## src/design/qbez_pkg.sv

```systemverilog
// Shared constants, register indexes and fixed-point helpers for the quadratic Bezier evaluator.
package qbez_pkg;

  localparam int MAX_POINTS = 64;
  localparam int T_ONE      = 32768;

  localparam int COORD_W    = 16;
  localparam int T_W        = 16;
  localparam int CNT_IN_W   = 7;
  localparam int CFG_IDX_W  = 8;
  localparam int CFG_DATA_W = 16;
  localparam int IN_DATA_W  = 24;
  localparam int OUT_DATA_W = 32;

  localparam int CNT_W   = $clog2(MAX_POINTS + 1);
  localparam int DEN_W   = $clog2(MAX_POINTS);
  localparam int D2_W    = DEN_W + 1;
  localparam int DIV_NUM = 2 * T_ONE;
  localparam int DIV_W   = $clog2(DIV_NUM) + 1;
  localparam int DCNT_W  = $clog2(DIV_W);

  localparam int PROD_W  = 34;
  localparam int SUM_W   = 18;

  localparam logic [CFG_IDX_W-1:0] REG_CTRL1_X = CFG_IDX_W'(0);
  localparam logic [CFG_IDX_W-1:0] REG_CTRL1_Y = CFG_IDX_W'(1);
  localparam logic [CFG_IDX_W-1:0] REG_CTRL2_X = CFG_IDX_W'(2);
  localparam logic [CFG_IDX_W-1:0] REG_CTRL2_Y = CFG_IDX_W'(3);

  localparam logic OP_POINT = 1'b0;
  localparam logic OP_CURVE = 1'b1;

  // Rounds a Q.15 product half up and drops the fraction (floor shift).
  function automatic logic signed [SUM_W-1:0] rnd_q15(input logic signed [PROD_W-1:0] p);
    logic signed [PROD_W-1:0] s;
    logic signed [PROD_W-1:0] sh;
    s  = p + PROD_W'(signed'(T_ONE / 2));
    sh = s >>> 15;
    return sh[SUM_W-1:0];
  endfunction

  // Clamps a widened coordinate to the signed Q2.14 range.
  function automatic logic [COORD_W-1:0] sat_coord(input logic signed [SUM_W-1:0] v);
    logic signed [SUM_W-1:0] hi;
    logic signed [SUM_W-1:0] lo;
    hi = SUM_W'(signed'((1 << (COORD_W - 1)) - 1));
    lo = -SUM_W'(signed'(1 << (COORD_W - 1)));
    if (v > hi) begin
      return hi[COORD_W-1:0];
    end else if (v < lo) begin
      return lo[COORD_W-1:0];
    end
    return v[COORD_W-1:0];
  endfunction

endpackage

```

## src/design/quadratic_bezier_evaluator.sv

```systemverilog
// Top level of the quadratic Bezier evaluator: t sequencer, step divider and lerp pipeline.
//
// This block evaluates a quadratic Bezier curve that starts at the origin, bends toward the
// middle control point (ctrl1) and ends at the end control point (ctrl2), all in signed Q2.14.
// A word with op = point (in_tuser = 0) gives one point at t_param, clamped to 1.0 and turned
// into 1 - t when reverse is set; a word with op = curve gives point_count points at evenly
// spaced t from 0 to 1, the last one with out_tlast set (a count below two gives one point at
// t = 0, a count above 64 is cut to 64). Evaluation is de Casteljau with three rounded lerps in
// a five-stage pipeline (t, first products, first lerps, second product, result); a new t can
// be issued every cycle while the output is not stalled. The input is taken while the t
// sequencer is idle; a point word occupies it until its t is issued, a curve word of N points
// while a restoring divider finds the step 65536 / (2(N-1)) and then until its last t is
// issued, each t formed by adding the step and a carried remainder. A stall on the output
// freezes the whole pipeline and holds the sequencer between t values; the step divider keeps
// running and an idle sequencer still takes a word. The user must write control registers
// via cfg_we/cfg_index/cfg_wdata only while no word is in work; the block does not enforce it.
module quadratic_bezier_evaluator
  import qbez_pkg::*;
(
  input  logic                  clk,
  input  logic                  rst_n,
  input  logic                  in_tvalid,
  output logic                  in_tready,
  // [15:0] t_param, [16] reverse, [23:17] point_count
  input  logic [IN_DATA_W-1:0]  in_tdata,
  // [0] op
  input  logic                  in_tuser,
  output logic                  out_tvalid,
  input  logic                  out_tready,
  // [15:0] pos_x, [31:16] pos_y
  output logic [OUT_DATA_W-1:0] out_tdata,
  output logic                  out_tlast,
  input  logic                  cfg_we,
  input  logic [CFG_IDX_W-1:0]  cfg_index,
  input  logic [CFG_DATA_W-1:0] cfg_wdata
);

  localparam logic [1:0] ST_IDLE = 2'd0;
  localparam logic [1:0] ST_DIV  = 2'd1;
  localparam logic [1:0] ST_GEN  = 2'd2;

  // Control points.
  logic [COORD_W-1:0] p1x_r, p1y_r, p2x_r, p2y_r;

  always_ff @(posedge clk) begin
    if (!rst_n) begin
      p1x_r <= '0;
      p1y_r <= '0;
      p2x_r <= COORD_W'(T_ONE / 2);
      p2y_r <= COORD_W'(T_ONE / 2);
    end else if (cfg_we) begin
      unique case (cfg_index)
        REG_CTRL1_X: p1x_r <= cfg_wdata[COORD_W-1:0];
        REG_CTRL1_Y: p1y_r <= cfg_wdata[COORD_W-1:0];
        REG_CTRL2_X: p2x_r <= cfg_wdata[COORD_W-1:0];
        REG_CTRL2_Y: p2y_r <= cfg_wdata[COORD_W-1:0];
        default: ;
      endcase
    end
  end

  // ---------------------------------------------------------------------------------------------
  // Input word fields.
  logic [T_W-1:0]      in_t;
  logic                in_rev;
  logic [CNT_IN_W-1:0] in_cnt;
  logic [T_W-1:0]      t_clamped;
  logic [T_W-1:0]      t_point;
  logic [CNT_W-1:0]    n_clamped;

  assign in_t   = in_tdata[T_W-1:0];
  assign in_rev = in_tdata[T_W];
  assign in_cnt = in_tdata[T_W+CNT_IN_W:T_W+1];

  always_comb begin
    t_clamped = (in_t > T_W'(T_ONE)) ? T_W'(T_ONE) : in_t;
    t_point   = in_rev ? (T_W'(T_ONE) - t_clamped) : t_clamped;
    n_clamped = (in_cnt > CNT_IN_W'(MAX_POINTS)) ? CNT_W'(MAX_POINTS) : in_cnt[CNT_W-1:0];
  end

  // ---------------------------------------------------------------------------------------------
  // t sequencer with its step divider.
  logic [1:0]        state_r, state_nxt;
  logic [CNT_W-1:0]  cnt_r, cnt_nxt;
  logic [T_W-1:0]    acc_q_r, acc_q_nxt;
  logic [D2_W-1:0]   acc_r_r, acc_r_nxt;
  logic [D2_W-1:0]   d2_r, d2_nxt;
  logic [D2_W-1:0]   rem_r, rem_nxt;
  logic [DIV_W-1:0]  quo_r, quo_nxt;
  logic [DCNT_W-1:0] dcnt_r, dcnt_nxt;
  logic              curve_r, curve_nxt;

  logic              adv;
  logic              issue;
  logic              issue_last;
  logic [D2_W:0]     rem_sh;
  logic              rem_ge;
  logic [D2_W:0]     acc_sum;
  logic              acc_wrap;
  logic [DEN_W-1:0]  den;

  assign in_tready  = (state_r == ST_IDLE);
  assign issue      = (state_r == ST_GEN) && adv;
  assign issue_last = (cnt_r == CNT_W'(1));

  always_comb begin
    state_nxt = state_r;
    cnt_nxt   = cnt_r;
    acc_q_nxt = acc_q_r;
    acc_r_nxt = acc_r_r;
    d2_nxt    = d2_r;
    rem_nxt   = rem_r;
    quo_nxt   = quo_r;
    dcnt_nxt  = dcnt_r;
    curve_nxt = curve_r;

    den      = DEN_W'(n_clamped - CNT_W'(1));
    // Restoring division of a power of two: only the top dividend bit is set.
    rem_sh   = {rem_r, (dcnt_r == DCNT_W'(DIV_W - 1))};
    rem_ge   = rem_sh >= {1'b0, d2_r};
    acc_sum  = {1'b0, acc_r_r} + {1'b0, rem_r};
    acc_wrap = acc_sum >= {1'b0, d2_r};

    unique case (state_r)
      ST_IDLE: begin
        if (in_tvalid) begin
          acc_q_nxt = '0;
          cnt_nxt   = CNT_W'(1);
          curve_nxt = 1'b0;
          state_nxt = ST_GEN;
          if (in_tuser == OP_POINT) begin
            acc_q_nxt = t_point;
          end else if (n_clamped >= CNT_W'(2)) begin
            cnt_nxt   = n_clamped;
            curve_nxt = 1'b1;
            d2_nxt    = {den, 1'b0};
            acc_r_nxt = D2_W'(den);
            rem_nxt   = '0;
            quo_nxt   = '0;
            dcnt_nxt  = DCNT_W'(DIV_W - 1);
            state_nxt = ST_DIV;
          end
        end
      end
      ST_DIV: begin
        rem_nxt  = rem_ge ? D2_W'(rem_sh - {1'b0, d2_r}) : rem_sh[D2_W-1:0];
        quo_nxt  = {quo_r[DIV_W-2:0], rem_ge};
        dcnt_nxt = dcnt_r - DCNT_W'(1);
        if (dcnt_r == '0) begin
          state_nxt = ST_GEN;
        end
      end
      ST_GEN: begin
        if (adv) begin
          cnt_nxt   = cnt_r - CNT_W'(1);
          acc_r_nxt = acc_wrap ? D2_W'(acc_sum - {1'b0, d2_r}) : acc_sum[D2_W-1:0];
          acc_q_nxt = acc_q_r + quo_r[T_W-1:0] + T_W'(acc_wrap);
          if (issue_last) begin
            state_nxt = ST_IDLE;
          end
        end
      end
      default: state_nxt = ST_IDLE;
    endcase
  end

  always_ff @(posedge clk) begin
    if (!rst_n) begin
      state_r <= ST_IDLE;
      cnt_r   <= '0;
      dcnt_r  <= '0;
      curve_r <= 1'b0;
    end else begin
      state_r <= state_nxt;
      cnt_r   <= cnt_nxt;
      dcnt_r  <= dcnt_nxt;
      curve_r <= curve_nxt;
    end
  end

  always_ff @(posedge clk) begin
    acc_q_r <= acc_q_nxt;
    acc_r_r <= acc_r_nxt;
    d2_r    <= d2_nxt;
    rem_r   <= rem_nxt;
    quo_r   <= quo_nxt;
  end

  // ---------------------------------------------------------------------------------------------
  // Lerp pipeline. All stages move together; a stall on the output holds every stage.
  logic vld_a_r, vld_b_r, vld_c_r, vld_d_r, vld_e_r;
  logic lst_a_r, lst_b_r, lst_c_r, lst_d_r, lst_e_r;

  logic [T_W-1:0] t_a_r, t_b_r, t_c_r;

  logic signed [PROD_W-1:0]  pr0x_b_r, pr0y_b_r, pr1x_b_r, pr1y_b_r;
  logic signed [COORD_W-1:0] q0x_c_r, q0y_c_r, q1x_c_r, q1y_c_r;
  logic signed [COORD_W-1:0] q0x_d_r, q0y_d_r;
  logic signed [PROD_W-1:0]  pr2x_d_r, pr2y_d_r;
  logic [COORD_W-1:0]        posx_e_r, posy_e_r;

  logic signed [T_W:0]       t_a_s, t_c_s;
  logic signed [COORD_W:0]   d1x, d1y, d2x, d2y;
  logic signed [PROD_W-1:0]  pr0x_nxt, pr0y_nxt, pr1x_nxt, pr1y_nxt, pr2x_nxt, pr2y_nxt;
  logic signed [SUM_W-1:0]   q0x_sum, q0y_sum, q1x_sum, q1y_sum, rx_sum, ry_sum;

  assign adv = !vld_e_r || out_tready;

  always_comb begin
    t_a_s = signed'({1'b0, t_a_r});
    t_c_s = signed'({1'b0, t_c_r});

    d1x = (COORD_W + 1)'(signed'(p2x_r)) - (COORD_W + 1)'(signed'(p1x_r));
    d1y = (COORD_W + 1)'(signed'(p2y_r)) - (COORD_W + 1)'(signed'(p1y_r));
    pr0x_nxt = PROD_W'(signed'(p1x_r)) * PROD_W'(t_a_s);
    pr0y_nxt = PROD_W'(signed'(p1y_r)) * PROD_W'(t_a_s);
    pr1x_nxt = PROD_W'(d1x) * PROD_W'(t_a_s);
    pr1y_nxt = PROD_W'(d1y) * PROD_W'(t_a_s);

    q0x_sum = rnd_q15(pr0x_b_r);
    q0y_sum = rnd_q15(pr0y_b_r);
    q1x_sum = SUM_W'(signed'(p1x_r)) + rnd_q15(pr1x_b_r);
    q1y_sum = SUM_W'(signed'(p1y_r)) + rnd_q15(pr1y_b_r);

    d2x = (COORD_W + 1)'(q1x_c_r) - (COORD_W + 1)'(q0x_c_r);
    d2y = (COORD_W + 1)'(q1y_c_r) - (COORD_W + 1)'(q0y_c_r);
    pr2x_nxt = PROD_W'(d2x) * PROD_W'(t_c_s);
    pr2y_nxt = PROD_W'(d2y) * PROD_W'(t_c_s);

    rx_sum = SUM_W'(q0x_d_r) + rnd_q15(pr2x_d_r);
    ry_sum = SUM_W'(q0y_d_r) + rnd_q15(pr2y_d_r);
  end

  always_ff @(posedge clk) begin
    if (!rst_n) begin
      vld_a_r <= 1'b0;
      vld_b_r <= 1'b0;
      vld_c_r <= 1'b0;
      vld_d_r <= 1'b0;
      vld_e_r <= 1'b0;
    end else if (adv) begin
      vld_a_r <= issue;
      vld_b_r <= vld_a_r;
      vld_c_r <= vld_b_r;
      vld_d_r <= vld_c_r;
      vld_e_r <= vld_d_r;
    end
  end

  always_ff @(posedge clk) begin
    if (adv) begin
      t_a_r    <= acc_q_r;
      lst_a_r  <= issue_last;

      t_b_r    <= t_a_r;
      lst_b_r  <= lst_a_r;
      pr0x_b_r <= pr0x_nxt;
      pr0y_b_r <= pr0y_nxt;
      pr1x_b_r <= pr1x_nxt;
      pr1y_b_r <= pr1y_nxt;

      t_c_r    <= t_b_r;
      lst_c_r  <= lst_b_r;
      q0x_c_r  <= q0x_sum[COORD_W-1:0];
      q0y_c_r  <= q0y_sum[COORD_W-1:0];
      q1x_c_r  <= q1x_sum[COORD_W-1:0];
      q1y_c_r  <= q1y_sum[COORD_W-1:0];

      lst_d_r  <= lst_c_r;
      q0x_d_r  <= q0x_c_r;
      q0y_d_r  <= q0y_c_r;
      pr2x_d_r <= pr2x_nxt;
      pr2y_d_r <= pr2y_nxt;

      lst_e_r  <= lst_d_r;
      posx_e_r <= sat_coord(rx_sum);
      posy_e_r <= sat_coord(ry_sum);
    end
  end

  assign out_tvalid = vld_e_r;
  assign out_tdata  = {posy_e_r, posx_e_r};
  assign out_tlast  = lst_e_r;

  // ---------------------------------------------------------------------------------------------
  // Checks.

  // The divider leaves an exact quotient and remainder for the curve step.
  a_div_exact: assert property (@(posedge clk) disable iff (!rst_n)
    (state_r == ST_DIV && dcnt_r == '0) |=>
      (32'(quo_r) * 32'(d2_r) + 32'(rem_r) == 32'(DIV_NUM)) && (rem_r < d2_r))
    else $error("curve step division is not exact");

  // The last t of a curve run lands exactly on 1.0.
  a_curve_end: assert property (@(posedge clk) disable iff (!rst_n)
    (issue && issue_last && curve_r) |-> (acc_q_r == T_W'(T_ONE)))
    else $error("curve run does not end at t = 1");

  // Nothing enters the pipeline while the step is still being divided.
  a_no_issue_div: assert property (@(posedge clk) disable iff (!rst_n)
    (state_r == ST_DIV && adv) |=> !vld_a_r)
    else $error("t issued during step division");

  // A stalled output freezes the valid bits of every stage.
  a_stall_hold: assert property (@(posedge clk) disable iff (!rst_n)
    (vld_e_r && !out_tready) |=>
      $stable({vld_a_r, vld_b_r, vld_c_r, vld_d_r, vld_e_r}))
    else $error("pipeline moved during an output stall");

  // The sequencer never generates with an empty count.
  a_cnt_nonzero: assert property (@(posedge clk) disable iff (!rst_n)
    (state_r == ST_GEN) |-> (cnt_r != '0))
    else $error("sequencer generating with zero points left");

endmodule

```

## config.mk

```make
export PLATFORM = sky130hd
export DESIGN_NAME = quadratic_bezier_evaluator
export DESIGN_NICKNAME = d
export VERILOG_FILES = /design/src/design/qbez_pkg.sv /design/src/design/quadratic_bezier_evaluator.sv
export SDC_FILE = /design/constraint.sdc
export NUM_CORES = 2
export LEC_CHECK = 0
export ABC_CLOCK_PERIOD_IN_PS = 9050
export BUFFER_PORTS_ARGS = -buffer_cell sky130_fd_sc_hd__buf_2
export CORE_ASPECT_RATIO = 1.4
export CORE_UTILIZATION = 46
export CTS_CLUSTER_DIAMETER = 150
export CTS_CLUSTER_SIZE = 25
export DETAILED_ROUTE_END_ITERATION = 8
export PLACE_DENSITY = 0.63
export SLEW_MARGIN = 20
export SYNTH_ARGS = -nofsm -noshare
export SYNTH_HDL_FRONTEND = slang
export SYNTH_SLANG_ARGS = --single-unit
```

## constraint.sdc

```tcl
create_clock -name clk -period 9.05 [get_ports clk]
set_input_delay 0.905 -clock clk [delete_from_list [all_inputs] [get_ports clk]]
set_output_delay 0.905 -clock clk [all_outputs]
set_load 0.01 [all_outputs]
```

======== Word level (Yosys, flattened, before mapping) ========
Cells that the tools add are included.
Widths: inputs -> output; s select.
storage, ports and cells
  bits in registers ....................... 506
  input bits .............................. 54
  output and inout bits ................... 35
  logic and storage cells ................. 157
operators by class
  add/subtract/negate cells ............... 23
  multiply operators ...................... 6
  $lt $le $gt $ge ......................... 9
  eq/ne operators ......................... 13
  mux-type cells .......................... 50
  reductions and logical operators ........ 17
operator list
  cell                    count
  $mux 16                 14
  $add 31x16->31 const B  4
  $mux 7                  14
  $sub 16x16->17          4
  $add 33x16->33 const B  2
  $mul 17x17->33          2
  $pmux 16 s2             2
  $mul 16x17->31          2
  $mul 17x17->31          2
  $add 16x16->16          3
  $pmux 7 s2              3
  $add 16x18->18          2
  $gt 18x16->1 const B    2
  $lt 18x16->1 const B    2
  $add 16x1->16           1
  $eq 8x2->1 const B      2
  $ge 8x7->1              2
  $gt 16x16->1 const B    1
  $sub 16x16->16 const A  1
  $mux 5                  3
  $sub 7x7->7             2
  $mux 2                  6
  $reduce_and 4->1        3
  $pmux 5 s2              1
  other kinds (25)        38

======== Longest topological paths before layout ========
  depth in word-level cells ............... 7
  gate-level depth with buffers ........... 37

======== Worst setup path after synthesis ========
No wires, ideal clock.
  path type ............................... flip-flop to flip-flop
  start ................................... reg p1y_r[1]
  end ..................................... reg pr1y_b_r[30], data pin
  library setup time ...................... 0.268 ns
  arrival ................................. 8.412 ns
  setup slack ............................. 0.371 ns
  cell stages (with the launch flop) ...... 32
  buffers on the path ..................... 2
  period minus slack after synthesis ...... 8.679 ns
  cell sequence ........................... dfxtp_1 > clkbuf_1 > inv_1 > ha_1 > nor2b_1 > o21ai_0 > a21oi_1 > o211ai_1 > o31ai_1 > or4_1 > a41o_1 > a21oi_1 > xnor2_1 > clkbuf_1 > nand2_1 > fa_1 > fa_1 > fa_1 > inv_1 > fa_1 > fa_1 > inv_1 > fa_1 > inv_1 > ha_1 > and3_1 > a221oi_1 > a41oi_4 > o41ai_4 > o21bai_2 > xnor2_2 > xnor3_1
between the ends
  cells in the longest elaborated chain, start to end .. 2
RTL lines
  what                    RTL line                           RTL
  from (decl)             quadratic_bezier_evaluator.sv:43   logic [COORD_W-1:0] p1x_r, p1y_r, p2x_r, p2y_r;
  from (signal assigned)  quadratic_bezier_evaluator.sv:54   REG_CTRL1_Y: p1y_r <= cfg_wdata[COORD_W-1:0];
  $sub 16x16->17          quadratic_bezier_evaluator.sv:214  d1y = (COORD_W + 1)'(signed'(p2y_r)) - (COORD_W + 1)'(signed'(p1y_r));
  $mul 17x17->31          quadratic_bezier_evaluator.sv:218  pr1y_nxt = PROD_W'(d1y) * PROD_W'(t_a_s);
  named net pr1y_nxt[30]  quadratic_bezier_evaluator.sv:204  logic signed [PROD_W-1:0] pr0x_nxt, pr0y_nxt, pr1x_nxt, pr1y_nxt, pr2x_nxt, pr2y_nxt;
  to (signal assigned)    quadratic_bezier_evaluator.sv:260  pr1y_b_r <= pr1y_nxt;
  to (decl)               quadratic_bezier_evaluator.sv:196  logic signed [PROD_W-1:0] pr0x_b_r, pr0y_b_r, pr1x_b_r, pr1y_b_r;
The timed path passes the listed nets, and every way through them passes these cells.
A chain may end at the register's enable or synchronous reset.

======== Final worst setup path ========
  start ................................... reg p2y_r[0]
  end ..................................... reg pr1y_b_r[30], data pin
between the ends
  cells in the longest elaborated chain, start to end .. 2
RTL lines
  what                    RTL line                           RTL
  from (decl)             quadratic_bezier_evaluator.sv:43
  from (signal assigned)  quadratic_bezier_evaluator.sv:50   p2y_r <= COORD_W'(T_ONE / 2);
  from (signal assigned)  quadratic_bezier_evaluator.sv:56   REG_CTRL2_Y: p2y_r <= cfg_wdata[COORD_W-1:0];
  $sub 16x16->17          quadratic_bezier_evaluator.sv:214
  $mul 17x17->31          quadratic_bezier_evaluator.sv:218
  named net pr1y_nxt[30]  quadratic_bezier_evaluator.sv:204
The timed path passes the listed nets, and every way through them passes these cells.

==> impl_metrics.toml <==
[run_status]
status = "complete, no violations"

[drt]
num_vias = 54703
ant_nets = 0
firstDrtPassIters = 6
via_per_inst = 5.14
drc = 0
wirelength_um = 191000
dr.first_iter.drc_count = 2326
wl_per_cell_um = 17.9

[worst_setup_path]
worstSetupPathType = "flop to flop"
crit_top_cell = "fa_1"
critical_path_buf_inv_count = 7
crit_start = "p2y_r[0]$_SDFFE_PN0P_"
max_stage_delay_ns = 0.59
crit_path_end_kind = "flop"
cp-start-kind = "flop"
arrival_ns = 9.12
cp.required_ns = 9.43
path_delay_family = "adder cells"
r2r-start = "p2y_r[0]$_SDFFE_PN0P_"
path_max_fanout = 13
slowest_stage = "fa_2"

[clocking]
holdBufCountCts = 0
tritoncts = "built"
clk_pin_slew_ns = 0.11
numCtsBuffers = 23
clockBufferDepth = 3
h-tree-depth = 1
cts_root_buffer = "clkbuf_16"
cts.sinks = 422
insertion_delay_ns = 0.67

[final_layout]
final_cells = 10650
area_delta_synth_final_pct = 6.10
drive_gt1_frac = 0.0478
nets = 10569

[timing]
post-route-min-period_ns = 8.74
holdWs_ns = 0.399
grt_setup_unrepaired = "true"
slew_viol_final = 0
hold_violations = 0
post-route-period-util = 0.966
timing.fmax_mhz = 114
finalSetupViolCount = 0
fin_worst_skew_ns = 0.0603
worst_slew_pin_slew_ns = 1.12
slew_headroom = 0.251

[global_routing]
grt_max_degree = 148
grtUsageMet1 = 0.261
grt-ovfl-total = 0
antenna_found_initial = 15
track_usage = 0.228
grt_pass1_wl_um = 313000
grt_util_met3 = 0.0162
grt_pass1_vias = 59927
grt_busiest_layer = "met2"
grt_use_met2 = 0.437

[worst_hold_path]
min_path_type = "flop to flop"
min_from = "lst_d_r$_DFFE_PN_"

[logic_synthesis]
synth_nets = 10559
netlist_area_mm2 = 0.0786
syn_inst = 8356
synth_edf_count = 339
synth_cell_types = 80
ys_seq_area_frac = 0.151
netlist_top_cells_count = "inv_1 (1927), fa_1 (1427), nand2_1 (910), ha_1 (722), and2_1 (696)"
synth.avg_cell_area_um2 = 9.41
synth.yosys.warnings = 0
synth_most_common_cell = "inv_1"
ys.flop_type = "edfxtp_1"
ys_seq_elements = 422
postSynth.asyncResetShare = 0
synth_area_leaders = "fa_1 (36%), edfxtp_1 (13%), ha_1 (11%)"
synth.top_cell.area_share = 0.363
yosysTopAreaCell = "fa_1"

[die]
pin_count = 89
die-height_um = 491
initial_core_util = 0.463
core_area_mm2 = 0.170
num_rows = 179
die_width_um = 351
die-area_mm2 = 0.173

[flow_run]
drv_cap = 0

[placement]
portBuffers = 88
dp_hpwl_um = 155000
dp_cells = 10587
place_congestion = 0.905
cell type report:
| cell class | count | area (µm²) |
|---|---|---|
| clock buffer | 35 | 621 |
| antenna | 5 | 12.5 |
| clock inverter | 7 | 111 |
| sequential | 422 | 11800 |
| inverter | 1927 | 7240 |
| multi-input combinational | 5686 | 58500 |
| fill | 16168 | 86300 |
| tap | 2262 | 2830 |
| timing repair buffer | 306 | 2230 |
cell usage in the layout (no fill, tap or decap), types with 12 or more instances in the layout:
cell	count
dfxtp_1	82
nand4_1	31
ha_1	722
nor2b_1	182
nor2_1	219
nor3_1	56
nand2b_1	87
a31oi_1	27
edfxtp_1	339
and2_1	696
a211oi_1	13
mux2i_1	70
a21oi_1	188
clkbuf_1	12
fa_1	1425
clkbuf_16	23
o22ai_1	14
o21bai_1	20
and3_1	47
or3_1	15
o21a_1	38
buf_4	204
inv_1	1925
a21o_1	68
buf_2	88
nand3_1	90
o21ai_0	119
xor2_1	131
or2_2	13
nand2_1	909
xnor2_1	318
worst paths after layout:
kind,to,slack [ns],cells past startpoint
worst min-delay path,out_tlast$_DFFE_PN_,0.40,0
worst max-delay path,pr1y_b_r[30]$_DFFE_PN_,0.31,33
worst max register to register,pr1y_b_r[30]$_DFFE_PN_,0.31,33
worst min register to register,out_tlast$_DFFE_PN_,0.40,0
metrics by stage:
stage               utilization  area, µm²  worst slack [ns]  setup TNS (ns)
floorplan                     -      78600             0.371               0
global placement          0.485      82300             0.147               0
detailed placement        0.485      82400           -0.0411         -0.0411
CTS                       0.490      83100            0.0240               0
global route              0.491      83400           -0.0794          -0.187
finish                    0.491      83400             0.312               0
flip-flops by register name, indices dropped and copies added (netlist names), 17 cells and up:
register,count
pr0x_b_r,17
pr0y_b_r,17
pr1x_b_r,17
pr1y_b_r,17
pr2x_d_r,19
pr2y_d_r,19
logic make-up (layout without fill, tap and decap cells):
group	after synthesis	in the layout	synth area share
compound gates	621	621	0.0510
xor+xnor	457	457	0.0512
fa+ha+maj	2149	2149	0.478
buf+inv	2248	2275	0.108
flops	422	422	0.151
mux	72	72	0.00920
other cells	0	5	0
simple gates	2387	2387	0.152
per-layer routing:
metal	vias to the layer above	share of wire
met5	-	0.00053
met4	18	0.038
met3	373	0.034
met2	1083	0.55
met1	27986	0.38
li1	25243	-
what timing repair did:
| item | in CTS | in global routing |
|---|---|---|
| buffers inserted | 0 | 15 |
| pin swaps | 0 | 8 |
| resized for setup | 2 | 35 |
| setup endpoints to repair | 1 | 16 |
Power is left out: the tool's default activity adds up to more than one toggle a clock period on the data nets, which glitch-free logic cannot reach.
